### config.mk
export PLATFORM = sky130hd
export DESIGN_NAME = imu_sample_conditioner
export DESIGN_NICKNAME = d
export VERILOG_FILES = /design/src/sv/isc_pkg.sv /design/src/sv/isc_mul.sv /design/src/sv/isc_div.sv /design/src/sv/imu_sample_conditioner.sv
export VERILOG_INCLUDE_DIRS = /design/src /design/src/sv
export SDC_FILE = /design/constraint.sdc
export NUM_CORES = 2
export LEC_CHECK = 0
export BUFFER_PORTS_ARGS = -buffer_cell sky130_fd_sc_hd__buf_2
export CAP_MARGIN = 5
export CELL_PAD_IN_SITES_DETAIL_PLACEMENT = 1
export CELL_PAD_IN_SITES_GLOBAL_PLACEMENT = 2
export CORE_ASPECT_RATIO = 0.6
export CORE_UTILIZATION = 41
export DETAILED_ROUTE_END_ITERATION = 8
export MAX_ROUTING_LAYER = met4
export PLACE_DENSITY = 0.87
export SLEW_MARGIN = 20
export SYNTH_ARGS = -nofsm -noshare
export SYNTH_HDL_FRONTEND = slang
export SYNTH_HIERARCHICAL = 1
export SYNTH_SLANG_ARGS = --single-unit
### constraint.sdc
create_clock -name clk -period 50.7 [get_ports clk]
set_input_delay 5.07 -clock clk [delete_from_list [all_inputs] [get_ports clk]]
set_output_delay 5.07 -clock clk [all_outputs]
set_load 0.05 [all_outputs]
### src/sv/imu_sample_conditioner_macros.svh
// Assertion macros shared by the conditioner RTL
`ifndef IMU_SAMPLE_CONDITIONER_MACROS_SVH
`define IMU_SAMPLE_CONDITIONER_MACROS_SVH

// condition checked at every rising clock edge outside reset
`define ISC_CHK(lbl, prop, msg) \
	lbl: assert property (@(posedge clk) disable iff (!arst_n) prop) else $error(msg);

// antecedent implies consequent in the following cycle
`define ISC_NEXT(lbl, ante, cons, msg) \
	lbl: assert property (@(posedge clk) disable iff (!arst_n) (ante) |=> (cons)) else $error(msg);

`endif

### src/sv/isc_pkg.sv
// Shared constants for the IMU sample conditioner
package isc_pkg;

	localparam int CFG_IDX_W = 3;
	localparam int CFG_DATA_W = 63;
	localparam int PACK_W = 21;
	localparam int WEIGHT_W = 17;
	localparam int DT_W = 17;
	localparam int MUL_BW = 30;
	localparam int REM_W = 20;

	localparam logic [CFG_IDX_W-1:0] REG_GYRO_BIAS = 3'd0;
	localparam logic [CFG_IDX_W-1:0] REG_ACCEL_BIAS = 3'd1;
	localparam logic [CFG_IDX_W-1:0] REG_ROW_X = 3'd2;
	localparam logic [CFG_IDX_W-1:0] REG_ROW_Y = 3'd3;
	localparam logic [CFG_IDX_W-1:0] REG_ROW_Z = 3'd4;
	localparam logic [CFG_IDX_W-1:0] REG_WEIGHT = 3'd5;

	localparam logic [CFG_DATA_W-1:0] ROW_X_RST = 63'd262144;
	localparam logic [CFG_DATA_W-1:0] ROW_Y_RST = 63'd549755813888;
	localparam logic [CFG_DATA_W-1:0] ROW_Z_RST = 63'd1152921504606846976;
	localparam logic [WEIGHT_W-1:0] WEIGHT_RST = 17'd62259;
	localparam logic [WEIGHT_W-1:0] WEIGHT_ONE = 17'd65536;

	localparam logic [DT_W-1:0] DT_MAX = 17'd100000;
	localparam logic [DT_W-1:0] DT_DEFAULT = 17'd10000;
	localparam logic [REM_W-1:0] US_PER_S = 20'd1000000;

	localparam longint FILT_RND = 32768;
	localparam longint MAT_RND = 131072;
	localparam longint INT_RND = 500000;
	localparam longint PI_Q = 843314857;
	localparam longint TWO_PI_Q = 1686629713;

endpackage

### src/sv/isc_mul.sv
// Bit-serial signed multiply-accumulate, one multiplier bit per cycle
module isc_mul import isc_pkg::*; #(
	parameter int AW = 34,
	parameter int BW = 30
) (
	input  logic                     clk,
	input  logic                     arst_n,
	input  logic                     start,
	input  logic signed [AW-1:0]     a,
	input  logic signed [BW-1:0]     b,
	input  logic signed [AW+BW-1:0]  init,
	output logic                     busy,
	output logic                     done,
	output logic signed [AW+BW-1:0]  prod
);
	localparam int PW = AW + BW;
	localparam int CW = $clog2(BW);

	logic signed [PW-1:0] a_q;
	logic [BW-1:0] b_q;
	logic signed [PW-1:0] acc_q;
	logic [CW-1:0] cnt_q;
	logic busy_q, done_q;
	logic last;
	logic signed [PW-1:0] addend;

	assign last = (cnt_q == CW'(BW - 1));

	always_comb begin
		addend = '0;
		if (b_q[0]) begin
			// top bit of b carries negative weight
			addend = last ? -a_q : a_q;
		end
	end

	always_ff @(posedge clk or negedge arst_n) begin
		if (!arst_n) begin
			busy_q <= 1'b0;
			done_q <= 1'b0;
			cnt_q <= '0;
		end else begin
			done_q <= 1'b0;
			if (start) begin
				busy_q <= 1'b1;
				cnt_q <= '0;
			end else if (busy_q) begin
				cnt_q <= cnt_q + 1'b1;
				if (last) begin
					busy_q <= 1'b0;
					done_q <= 1'b1;
				end
			end
		end
	end

	always_ff @(posedge clk) begin
		if (start) begin
			a_q <= PW'(a);
			b_q <= b;
			acc_q <= init;
		end else if (busy_q) begin
			acc_q <= acc_q + addend;
			a_q <= a_q <<< 1;
			b_q <= b_q >> 1;
		end
	end

	assign busy = busy_q;
	assign done = done_q;
	assign prod = acc_q;

endmodule

### src/sv/isc_div.sv
// Bit-serial restoring divide by one million, one quotient bit per cycle
module isc_div import isc_pkg::*; #(
	parameter int NW = 61
) (
	input  logic          clk,
	input  logic          arst_n,
	input  logic          start,
	input  logic [NW-1:0] dividend,
	output logic          busy,
	output logic          done,
	output logic [NW-1:0] quot
);
	localparam int CW = $clog2(NW);

	logic [NW-1:0] n_q, q_q;
	logic [REM_W-1:0] rem_q;
	logic [CW-1:0] cnt_q;
	logic busy_q, done_q;
	logic [REM_W:0] r2;
	logic ge;

	assign r2 = {rem_q, n_q[NW-1]};
	assign ge = (r2 >= {1'b0, US_PER_S});

	always_ff @(posedge clk or negedge arst_n) begin
		if (!arst_n) begin
			busy_q <= 1'b0;
			done_q <= 1'b0;
			cnt_q <= '0;
		end else begin
			done_q <= 1'b0;
			if (start) begin
				busy_q <= 1'b1;
				cnt_q <= '0;
			end else if (busy_q) begin
				cnt_q <= cnt_q + 1'b1;
				if (cnt_q == CW'(NW - 1)) begin
					busy_q <= 1'b0;
					done_q <= 1'b1;
				end
			end
		end
	end

	always_ff @(posedge clk) begin
		if (start) begin
			n_q <= dividend;
			q_q <= '0;
			rem_q <= '0;
		end else if (busy_q) begin
			n_q <= n_q << 1;
			q_q <= {q_q[NW-2:0], ge};
			rem_q <= ge ? REM_W'(r2 - {1'b0, US_PER_S}) : r2[REM_W-1:0];
		end
	end

	assign busy = busy_q;
	assign done = done_q;
	assign quot = q_q;

endmodule

### src/sv/imu_sample_conditioner.sv
// Top level: config registers, sequencer, filter, matrix and angle integration
//
// channel  | direction | handshake                   | payload
// sample   | in        | sample_valid / sample_ready | operation, sample_x/y/z, time_us
// result   | out       | result_valid / result_ready | source, rate_*, accel_*, roll/pitch/yaw
// cfg      | in        | cfg_valid / cfg_ready       | cfg_index, cfg_data
//
// All products go through one bit-serial multiplier of 30 bit steps. The angle step uses
// a serial divider of SAMPLE_WIDTH+29 bit steps. A gyro word runs six products and three
// divides before its result is loaded, an accel word twelve products. The first gyro
// word only seeds the timestamp and gives no result. The next word can be taken in the
// cycle after the result is loaded; a finished result waits in the output register while
// the next word runs. cfg_ready is always high.
module imu_sample_conditioner import isc_pkg::*; #(
	parameter int SAMPLE_WIDTH = 32,
	parameter int TIME_WIDTH = 48
) (
	input  logic                           clk,
	input  logic                           arst_n,
	input  logic                           sample_valid,
	output logic                           sample_ready,
	input  logic                           operation,
	input  logic signed [SAMPLE_WIDTH-1:0] sample_x,
	input  logic signed [SAMPLE_WIDTH-1:0] sample_y,
	input  logic signed [SAMPLE_WIDTH-1:0] sample_z,
	input  logic [TIME_WIDTH-1:0]          time_us,
	output logic                           result_valid,
	input  logic                           result_ready,
	output logic                           source,
	output logic signed [31:0]             rate_x,
	output logic signed [31:0]             rate_y,
	output logic signed [31:0]             rate_z,
	output logic signed [31:0]             accel_x,
	output logic signed [31:0]             accel_y,
	output logic signed [31:0]             accel_z,
	output logic signed [31:0]             roll,
	output logic signed [31:0]             pitch,
	output logic signed [31:0]             yaw,
	input  logic                           cfg_valid,
	output logic                           cfg_ready,
	input  logic [CFG_IDX_W-1:0]           cfg_index,
	input  logic [CFG_DATA_W-1:0]          cfg_data
);
`include "imu_sample_conditioner_macros.svh"

	localparam int SW = SAMPLE_WIDTH;
	localparam int AW = SW + 2;
	localparam int BW = MUL_BW;
	localparam int PW = AW + BW;
	localparam int NW = SW + 29;
	localparam int AGW = SW + 34;

	localparam logic [2:0] ST_IDLE = 3'd0;
	localparam logic [2:0] ST_GFILT = 3'd1;
	localparam logic [2:0] ST_INTMUL = 3'd2;
	localparam logic [2:0] ST_INTDIV = 3'd3;
	localparam logic [2:0] ST_AMAT = 3'd4;
	localparam logic [2:0] ST_AFILT = 3'd5;
	localparam logic [2:0] ST_FIN = 3'd6;

	localparam logic signed [PW-1:0] SAT_HI = PW'((64'sd1 <<< (SW - 1)) - 64'sd1);
	localparam logic signed [PW-1:0] SAT_LO = -SAT_HI - PW'(64'sd1);
	localparam logic signed [AGW-1:0] A_PI = AGW'(PI_Q);
	localparam logic signed [AGW-1:0] A_2PI = AGW'(TWO_PI_Q);
	localparam logic signed [AGW-1:0] A_HI = AGW'(64'sd2147483647);
	localparam logic signed [AGW-1:0] A_LO = AGW'(-64'sd2147483648);

	function automatic logic signed [SW-1:0] sat_sw(input logic signed [PW-1:0] v);
		logic signed [PW-1:0] r;
		r = v;
		if (v > SAT_HI) r = SAT_HI;
		else if (v < SAT_LO) r = SAT_LO;
		return r[SW-1:0];
	endfunction

	function automatic logic [31:0] to32(input logic signed [SW-1:0] v);
		logic signed [63:0] e;
		e = 64'(v);
		return e[31:0];
	endfunction

	// config registers
	logic [CFG_DATA_W-1:0] gbias_q, abias_q, row_x_q, row_y_q, row_z_q;
	logic [WEIGHT_W-1:0] weight_q;

	// sequencer and state
	logic [2:0] state_q;
	logic [1:0] axis_q, term_q;
	logic op_q, first_q, mul_go_q, div_go_q;
	logic [TIME_WIDTH-1:0] last_time_q;
	logic [DT_W-1:0] dt_q;
	logic signed [SW-1:0] s_q [3];
	logic signed [SW-1:0] rate_q [3];
	logic signed [SW-1:0] acc_q [3];
	logic signed [31:0] angle_q [3];
	logic signed [SW-1:0] ca_q;

	// output register
	logic res_valid_q, src_q;
	logic [31:0] out_q [9];

	logic signed [AW-1:0] mul_a;
	logic signed [BW-1:0] mul_b;
	logic signed [PW-1:0] mul_init, mul_prod;
	logic mul_busy, mul_done;
	logic [NW-1:0] div_quot;
	logic div_busy, div_done;

	logic [CFG_DATA_W-1:0] row_sel;
	logic signed [PACK_W-1:0] gb, ab, coef;
	logic signed [SW-1:0] cg, filt_new, ca_new;
	logic signed [AGW-1:0] inc, a_sum, a_wrap, a_sat;
	logic [TIME_WIDTH-1:0] t_diff;
	logic [DT_W-1:0] dt_new;
	logic fin_load;

	always_comb begin
		unique case (axis_q)
			2'd0: row_sel = row_x_q;
			2'd1: row_sel = row_y_q;
			default: row_sel = row_z_q;
		endcase
		unique case (axis_q)
			2'd0: begin gb = gbias_q[20:0]; ab = abias_q[20:0]; end
			2'd1: begin gb = gbias_q[41:21]; ab = abias_q[41:21]; end
			default: begin gb = gbias_q[62:42]; ab = abias_q[62:42]; end
		endcase
		unique case (term_q)
			2'd0: coef = row_sel[20:0];
			2'd1: coef = row_sel[41:21];
			default: coef = row_sel[62:42];
		endcase
	end

	assign cg = sat_sw(PW'(s_q[axis_q]) - PW'(gb));
	assign ca_new = sat_sw((mul_prod >>> 18) - PW'(ab));
	assign filt_new = sat_sw(PW'(state_q == ST_GFILT ? rate_q[axis_q] : acc_q[axis_q])
		+ (mul_prod >>> 16));

	// operand select for the shared multiplier
	always_comb begin
		mul_a = '0;
		mul_b = '0;
		mul_init = PW'(FILT_RND);
		case (state_q)
			ST_GFILT: begin
				mul_a = AW'(cg) - AW'(rate_q[axis_q]);
				mul_b = $signed(BW'(weight_q));
			end
			ST_AFILT: begin
				mul_a = AW'(ca_q) - AW'(acc_q[axis_q]);
				mul_b = $signed(BW'(weight_q));
			end
			ST_AMAT: begin
				mul_a = AW'(s_q[term_q]);
				mul_b = BW'(coef);
				mul_init = (term_q == 2'd0) ? PW'(MAT_RND) : mul_prod;
			end
			ST_INTMUL: begin
				mul_a = rate_q[axis_q][SW-1] ? -AW'(rate_q[axis_q]) : AW'(rate_q[axis_q]);
				mul_b = $signed(BW'({dt_q, 12'd0}));
				mul_init = PW'(INT_RND);
			end
			default: ;
		endcase
	end

	isc_mul #(.AW(AW), .BW(BW)) u_mul (
		.clk(clk), .arst_n(arst_n), .start(mul_go_q),
		.a(mul_a), .b(mul_b), .init(mul_init),
		.busy(mul_busy), .done(mul_done), .prod(mul_prod)
	);

	isc_div #(.NW(NW)) u_div (
		.clk(clk), .arst_n(arst_n), .start(div_go_q),
		.dividend(mul_prod[NW-1:0]),
		.busy(div_busy), .done(div_done), .quot(div_quot)
	);

	// angle update: signed step, wrap once, clamp
	always_comb begin
		inc = $signed(AGW'(div_quot));
		if (rate_q[axis_q][SW-1]) inc = -inc;
		a_sum = AGW'(angle_q[axis_q]) + inc;
		a_wrap = a_sum;
		if (a_sum > A_PI) a_wrap = a_sum - A_2PI;
		else if (a_sum < -A_PI) a_wrap = a_sum + A_2PI;
		a_sat = a_wrap;
		if (a_wrap > A_HI) a_sat = A_HI;
		else if (a_wrap < A_LO) a_sat = A_LO;
	end

	always_comb begin
		t_diff = time_us - last_time_q;
		dt_new = DT_DEFAULT;
		if (time_us > last_time_q && t_diff <= TIME_WIDTH'(DT_MAX)) dt_new = t_diff[DT_W-1:0];
	end

	assign sample_ready = (state_q == ST_IDLE);
	assign fin_load = (state_q == ST_FIN) && (!res_valid_q || result_ready);
	assign cfg_ready = 1'b1;

	always_ff @(posedge clk or negedge arst_n) begin
		if (!arst_n) begin
			gbias_q <= '0;
			abias_q <= '0;
			row_x_q <= ROW_X_RST;
			row_y_q <= ROW_Y_RST;
			row_z_q <= ROW_Z_RST;
			weight_q <= WEIGHT_RST;
		end else if (cfg_valid) begin
			unique case (cfg_index)
				REG_GYRO_BIAS: gbias_q <= cfg_data;
				REG_ACCEL_BIAS: abias_q <= cfg_data;
				REG_ROW_X: row_x_q <= cfg_data;
				REG_ROW_Y: row_y_q <= cfg_data;
				REG_ROW_Z: row_z_q <= cfg_data;
				REG_WEIGHT: weight_q <= (cfg_data[WEIGHT_W-1:0] > WEIGHT_ONE) ? WEIGHT_ONE
					: cfg_data[WEIGHT_W-1:0];
				default: ;
			endcase
		end
	end

	always_ff @(posedge clk or negedge arst_n) begin
		if (!arst_n) begin
			state_q <= ST_IDLE;
			axis_q <= '0;
			term_q <= '0;
			op_q <= 1'b0;
			first_q <= 1'b1;
			mul_go_q <= 1'b0;
			div_go_q <= 1'b0;
			last_time_q <= '0;
			dt_q <= DT_DEFAULT;
			res_valid_q <= 1'b0;
			for (int i = 0; i < 3; i++) begin
				rate_q[i] <= '0;
				acc_q[i] <= '0;
				angle_q[i] <= '0;
			end
		end else begin
			mul_go_q <= 1'b0;
			div_go_q <= 1'b0;
			if (fin_load) res_valid_q <= 1'b1;
			else if (result_ready) res_valid_q <= 1'b0;
			unique case (state_q)
				ST_IDLE: begin
					if (sample_valid) begin
						op_q <= operation;
						axis_q <= '0;
						term_q <= '0;
						if (operation) begin
							state_q <= ST_AMAT;
							mul_go_q <= 1'b1;
						end else begin
							last_time_q <= time_us;
							if (first_q) begin
								first_q <= 1'b0;
							end else begin
								dt_q <= dt_new;
								state_q <= ST_GFILT;
								mul_go_q <= 1'b1;
							end
						end
					end
				end
				ST_GFILT: begin
					if (mul_done) begin
						rate_q[axis_q] <= filt_new;
						axis_q <= (axis_q == 2'd2) ? 2'd0 : axis_q + 2'd1;
						if (axis_q == 2'd2) state_q <= ST_INTMUL;
						mul_go_q <= 1'b1;
					end
				end
				ST_INTMUL: begin
					if (mul_done) begin
						state_q <= ST_INTDIV;
						div_go_q <= 1'b1;
					end
				end
				ST_INTDIV: begin
					if (div_done) begin
						angle_q[axis_q] <= a_sat[31:0];
						if (axis_q == 2'd2) begin
							state_q <= ST_FIN;
						end else begin
							axis_q <= axis_q + 2'd1;
							state_q <= ST_INTMUL;
							mul_go_q <= 1'b1;
						end
					end
				end
				ST_AMAT: begin
					if (mul_done) begin
						mul_go_q <= 1'b1;
						if (term_q == 2'd2) begin
							term_q <= '0;
							state_q <= ST_AFILT;
						end else begin
							term_q <= term_q + 2'd1;
						end
					end
				end
				ST_AFILT: begin
					if (mul_done) begin
						acc_q[axis_q] <= filt_new;
						if (axis_q == 2'd2) begin
							state_q <= ST_FIN;
						end else begin
							axis_q <= axis_q + 2'd1;
							state_q <= ST_AMAT;
							mul_go_q <= 1'b1;
						end
					end
				end
				ST_FIN: begin
					if (fin_load) state_q <= ST_IDLE;
				end
				default: state_q <= ST_IDLE;
			endcase
		end
	end

	// payload registers
	always_ff @(posedge clk) begin
		if (sample_valid && sample_ready) begin
			s_q[0] <= sample_x;
			s_q[1] <= sample_y;
			s_q[2] <= sample_z;
		end
		if (state_q == ST_AMAT && mul_done && term_q == 2'd2) ca_q <= ca_new;
		if (fin_load) begin
			src_q <= op_q;
			for (int i = 0; i < 3; i++) begin
				out_q[i] <= to32(rate_q[i]);
				out_q[3 + i] <= to32(acc_q[i]);
				out_q[6 + i] <= angle_q[i];
			end
		end
	end

	assign result_valid = res_valid_q;
	assign source = src_q;
	assign rate_x = out_q[0];
	assign rate_y = out_q[1];
	assign rate_z = out_q[2];
	assign accel_x = out_q[3];
	assign accel_y = out_q[4];
	assign accel_z = out_q[5];
	assign roll = out_q[6];
	assign pitch = out_q[7];
	assign yaw = out_q[8];

	`ISC_CHK(a_idle_quiet, sample_ready |-> !mul_busy && !div_busy, "units busy while idle")
	`ISC_CHK(a_div_state, div_done |-> state_q == ST_INTDIV, "divide finished outside step")
	`ISC_CHK(a_mul_state, mul_done |-> state_q == ST_GFILT || state_q == ST_INTMUL || state_q == ST_AMAT || state_q == ST_AFILT, "multiply finished in wrong state")
	`ISC_NEXT(a_fin_load, fin_load, result_valid && state_q == ST_IDLE, "result not loaded")

endmodule

# After elaboration in Yosys (flattened, before gate mapping)
# Memories as Yosys holds them, arrays and structs flattened.
# Index checks and enable logic that the tools add are counted.
classes:
  n_addsub: 18
  n_lt_le_gt_ge: 16
  n_eq_ne: 28
  mux: 102
  n_bitwise: 3
  n_reduce_logical: 35
ops:
  columns: ["op", "n"]
  rows:
  - ["$mux 64", 8]
  - ["$mux 32", 14]
  - ["$bwmux 96", 3]
  - ["$mux 66", 3]
  - ["$bmux 32 s2", 3]
  - ["$pmux 34 s4", 1]
  - ["$pmux 64 s2", 1]
  - ["$pmux 21 s2", 3]
  - ["$pmux 63 s2", 1]
  - ["$mux 61", 2]
  - ["$pmux 30 s3", 1]
  - ["$add 32x66->66", 1]
  - ["$add 66x32->66 const B", 1]
  - ["$gt 66x31->1 const B", 1]
  - ["$gt 66x32->1 const B", 1]
  - ["$lt 66x31->1 const B", 1]
  - ["$lt 66x32->1 const B", 1]
  - ["$neg 61->66", 1]
  - ["$sub 32x32->33", 2]
  - ["$sub 66x32->66 const B", 1]
  - ["$add 64x48->64", 1]
  - ["$add 64x64->64", 1]
  - ["$demux 32 s2", 1]
  - ["$gt 64x32->1 const B", 1]
  - ["58 further kinds", 148]
totals:
  register_bits: 1045
  mem_bits_rw: 384
  out_inout_bits: 292
  mem_count: 2
memory_table:
  columns: ["memory", "depth", "word_bits", "read_ports", "rd_ports_with_merged_regs", "wr", "line", "rtl"]
  rows:
  - ["out_q", 9, 32, 9, 0, 9, "imu_sample_conditioner.sv:100", "logic [31:0] out_q [9];"]
  - ["s_q", 3, 32, 2, 0, 3, "imu_sample_conditioner.sv:92", "logic signed [SW-1:0] s_q [3];"]

# Logic depth before layout (Yosys ltp)
logic_depth:
  depth_word: 13
  mapped_depth: 62
  ltp_nobuf: 49

# Cells and area by module
# Netlist, hierarchy kept.
modules_own_cells:
  columns: ["mod", "n_inst", "cells_each", "area_each_um2", "seq_area_each_um2"]
  rows:
  - ["imu_sample_conditioner", 1, 6896, 67903.9, 29987.5]
  - ["isc_mul", 1, 1345, 12525.8, 4919.7]
  - ["isc_div", 1, 522, 6382.4, 3653.5]

# Worst setup path after synthesis
# OpenSTA, ideal clock, no wires.
synth_timing:
  kind: "input port to flip-flop"
  startpoint: "input result_ready"
  endpoint: "memory out_q[0][0], enable pin"
  setup_time_ns: 1.296
  arrival_ns: 24.589
  required_time_ns: 49.404
  slack_ns: 24.816
  cell_stages: 2
  n_path_buf: 0
  path_cell_list: "nor2b_1 nor3_1"
synth_lines:
  columns: ["element", "line", "rtl"]
  rows:
  - ["from (decl)", "imu_sample_conditioner.sv:28", "input logic result_ready,"]
  - ["to (decl)", "imu_sample_conditioner.sv:100", null]

# Worst setup path in the final report
layout_timing:
  startpoint: "register axis_q[0]"
  endpoint: "register u_mul.a_q[54] (data pin)"
layout_via:
  elab_chain_len: 9
  elab_cells_between_ends: 22
  classes_between: "4 x add/sub; 2 x order compare; 1 x eq/ne; 12 x mux; 1 x bitwise; 1 x reduce/logical; 1 x memory"
layout_lines:
  columns: ["element", "line", "rtl"]
  rows:
  - ["from (decl)", "imu_sample_conditioner.sv:88", "logic [1:0] axis_q, term_q;"]
  - ["from (signal assigned)", "imu_sample_conditioner.sv:271", "axis_q <= (axis_q == 2'd2) ? 2'd0 : axis_q + 2'd1;"]
  - ["from (signal assigned)", "imu_sample_conditioner.sv:288", "axis_q <= axis_q + 2'd1;"]
  - ["from (signal assigned)", "imu_sample_conditioner.sv:311", "axis_q <= axis_q + 2'd1;"]
  - ["$eq 2x1->1 or $logic_not 2->1 (tied branches)", "imu_sample_conditioner.sv:123", "unique case (axis_q)"]
  - ["$pmux 21 s2", "imu_sample_conditioner.sv:123", null]
  - ["$sub 32x21->33", "imu_sample_conditioner.sv:135", "assign cg = sat_sw(PW'(s_q[axis_q]) - PW'(gb));"]
  - ["$lt 33x32->1", "imu_sample_conditioner.sv:72", "else if (v < SAT_LO) r = SAT_LO;"]
  - ["$mux 32", "imu_sample_conditioner.sv:72", null]
  - ["$mux 32", "imu_sample_conditioner.sv:71", "if (v > SAT_HI) r = SAT_HI;"]
  - ["$sub 32x32->33", "imu_sample_conditioner.sv:147", "mul_a = AW'(cg) - AW'(rate_q[axis_q]);"]
  - ["$pmux 34 s4 *", "imu_sample_conditioner.sv:145", "case (state_q)"]
  - ["named net mul_a[33]", "imu_sample_conditioner.sv:102", "logic signed [AW-1:0] mul_a;"]
  - ["$mux 64 *", "isc_mul.sv:58", "if (start) begin"]
  - ["to (signal assigned)", "isc_mul.sv:59", "a_q <= PW'(a);"]
  - ["to (signal assigned)", "isc_mul.sv:64", "a_q <= a_q <<< 1;"]
  - ["to (decl)", "isc_mul.sv:19", "logic signed [PW-1:0] a_q;"]
# Mark *: on every way through the listed nets, which the timed path passes. The rest lies on a longest branch. The select of a mux whose other input is x is not followed.
# A chain may end at the register's enable or synchronous reset.

==> reports/results.txt <==
CP Class: flop to flop
synthesized netlist net count: 9370
Slowest Stage Delay on Critical Path: 880 ps
layout cells sized above 1: 0.165
# setup viols final: 0
ys async rst share: 0.498
Ys Warns: 6
CTS buffer count: 152
Post-synth EDFFs: 636
antenna violations before repair: 31
largest net degree at the start of global routing: 144
root buffer cell: clkbuf_16
fillers: 23400
Area after DPL: 92300 sq um
FMAX: 75.6 MHz
RSZ-0062 raised after global routing: no
Fin. Hold Viols: 0
hold crit path type: flop to flop
# hold bufs at CTS: 0
core area: 210000 sq um
Critical Path AT: 13830 ps
#FFs+latches synth: 1429
post-synth cell types: 129
H-Tree Depth: 4
post-synthesis cell area: 86800 sq um
Die W: 596 um
Worst-Margin Slew: 1260 ps
share of the synthesized area in the top cell type: 0.220
clock edge transition at the registers on the reported setup and hold paths: 70 ps
I/O pin count: 508
via count: 75300
Worst Path Required: 51300 ps
worst-skew pair later-pin latency: 860 ps
Syn Inst Count: 8763
dpl cells: 11700
CP max FO: 36
Final Max Tran Viols: 0
vias per inst: 6.26
Initial Util: 0.414
Slew headroom: 0.154
number of clock sinks: 1429
sequential share of the synthesized area: 0.444
DRT iter0 DRCs: 8552
first-pass GRT wire length: 514 mm
Leak: 38.6 nW
final global-route overflow total: 0
Mean Syn Cell Area: 9.91 sq um
min Tclk post-route: 13230 ps
Peak supply drop: 0.0268 mV
die area: 214000 sq um
Post-Layout Cell Count: 12000
critical path capture point type: flop
total wire length: 352 mm
Worst Clk Skew: 90.1 ps
dpl hpwl: 265 mm
status: complete, no violations
NumNets Final: 9718
DR pass1 iterations: 6
drt drc: 0
period utilization: 0.261
top_reg_cell synth: dfrtp_1
setup repair bufs after CTS: 0
reg2reg setup slack: 37470 ps
post-cts repair resize count: 0
power density over the cells: 37.6 nW/um^2
CTS Buffer Depth: 4
Critical Path Source Type: flop
input/output buffers: 506
# rows: 130
gp weighted congestion: 0.980
total power: 0.00365 W
overall routing resource usage: 0.330
crit-path most repeated cell: o21ai_0
die height: 358 um
Setup TNS: 0 ps
vias in the first global route: 73800
top cells by area, synth: edfxtp_1 22%, dfrtp_1 20%, mux2_2 5.9%, ha_1 5.5%, o21ai_0 4.4%
CTS tree: done
max_cap viols: 0
post-route cell area: 97200 sq um
critical path's slowest cell: dfrtp_4
Post-DRT Antenna Nets: 0
Area Overhead vs Synth: 12.0%
post-synth top area cell: edfxtp_1
wire length per cell: 29.3 um
metrics by stage:
| step | util | hold slack, ps | setup slack (ps) |
|---|---|---|---|
| after floorplan | - | 421 | 24820 |
| after global placement | 0.440 | 444 | 38140 |
| after detailed placement | 0.440 | 446 | 37980 |
| after CTS | 0.463 | 439 | 37850 |
| after global routing | 0.463 | 460 | 36600 |
| final | 0.463 | 434 | 37470 |
registers in the layout (all words and copies together) (netlist names), 64 cells and up:
name and cells:
angle_q 96, out_q 288, s_q 96, u_mul/a_q 64
acc_q 96, u_mul/prod 64, rate_q 96
layout make-up:
class	count	area, sq um	share of cell area
Clock buffer	206	4140	0.0426
Sequential cell	1429	38600	0.397
Multi-Input combinational cell	6626	45700	0.470
Clock inverter	64	679	0.00699
Antenna cell	20	50.0	0.000515
Inverter	258	968	0.00996
Timing Repair Buffer	644	3630	0.0373
Tap cell	2772	3470	0.0357
report_power, final:
group          switching (W)  internal [W]  leakage, nW
combinational       0.000685      0.000395         21.4
clock               0.000503      0.000633         2.33
sequential          0.000119       0.00132         14.8
total                0.00131       0.00234         38.6
synth_stat cells, types with 41 or more instances:
master	count
a211oi_1	48
a21o_1	156
a21oi_1	670
a22o_1	56
a22oi_1	66
a31oi_1	92
and2_1	163
and3_1	60
buf_1	53
clkbuf_1	344
dfrtp_1	693
dfxtp_1	81
edfxtp_1	636
ha_1	383
inv_1	257
mux2_2	452
mux2i_1	272
nand2_1	838
nand2b_1	81
nand3_1	156
nand4_1	96
nor2_1	541
nor2b_1	61
nor3_1	142
nor4_1	69
o21a_1	46
o21ai_0	759
o21bai_1	53
o22a_1	79
o31ai_1	55
or2_2	41
or3_1	71
xnor2_1	309
xor2_1	156
metal layers:
metal	share of wire	vias to the layer above	global-route usage
li1	-	33100	-
met1	0.49	38700	0.507
met2	0.40	3150	0.440
met3	0.093	391	0.0625
met4	0.024	0	0.0772
met5	0	-	-
critical path, delay by kind of cell (launching register included):
family | cells | cell delay (ps)
AOI/OAI and AO/OA | 31 | 7300
buffers and inverters | 3 | 670
adders and majority gates | 4 | 1330
and+or+nand+nor | 11 | 2820
DFF | 1 | 880
layout by cell type, fill, tap and decap left out, drive strengths merged, types with 266 or more instances in the layout:
cell type	count
inv	266
mux2i	272
nor2	565
a21oi	674
nand2	840
xnor2	309
buf	644
o21ai	779
ha	383
edfxtp	636
dfrtp	693
mux2	453
cell families (layout without fill, tap and decap cells):
kind of cell / count (synthesis) / after routing / synth area share
AND/OR/NAND/NOR: 2508 / 2508 / 0.144
AO/OA/AOI/OAI: 2533 / 2533 / 0.185
adder cells (fa/ha/maj): 393 / 393 / 0.0573
XOR/XNOR: 466 / 466 / 0.0471
flip-flops: 1429 / 1429 / 0.444
multiplexers: 725 / 725 / 0.0902
other: 1 / 21 / 0.0000432
buffers and inverters: 708 / 1172 / 0.0321
path summary, 6_finish.rpt:
path                             from               to  cells past startpoint
max                         axis_q[0]    u_mul/a_q[54]                     49
min reg2reg                rate_q[42]     out_q[0][42]                      0
min                        rate_q[42]     out_q[0][42]                      0
max reg2reg                 axis_q[0]    u_mul/a_q[54]                     49
min in group asynchronous      arst_n  last_time_q[25]                      1
max in group asynchronous      arst_n        term_q[1]                      4
Note: power is estimated with default switching activity, not from simulation.
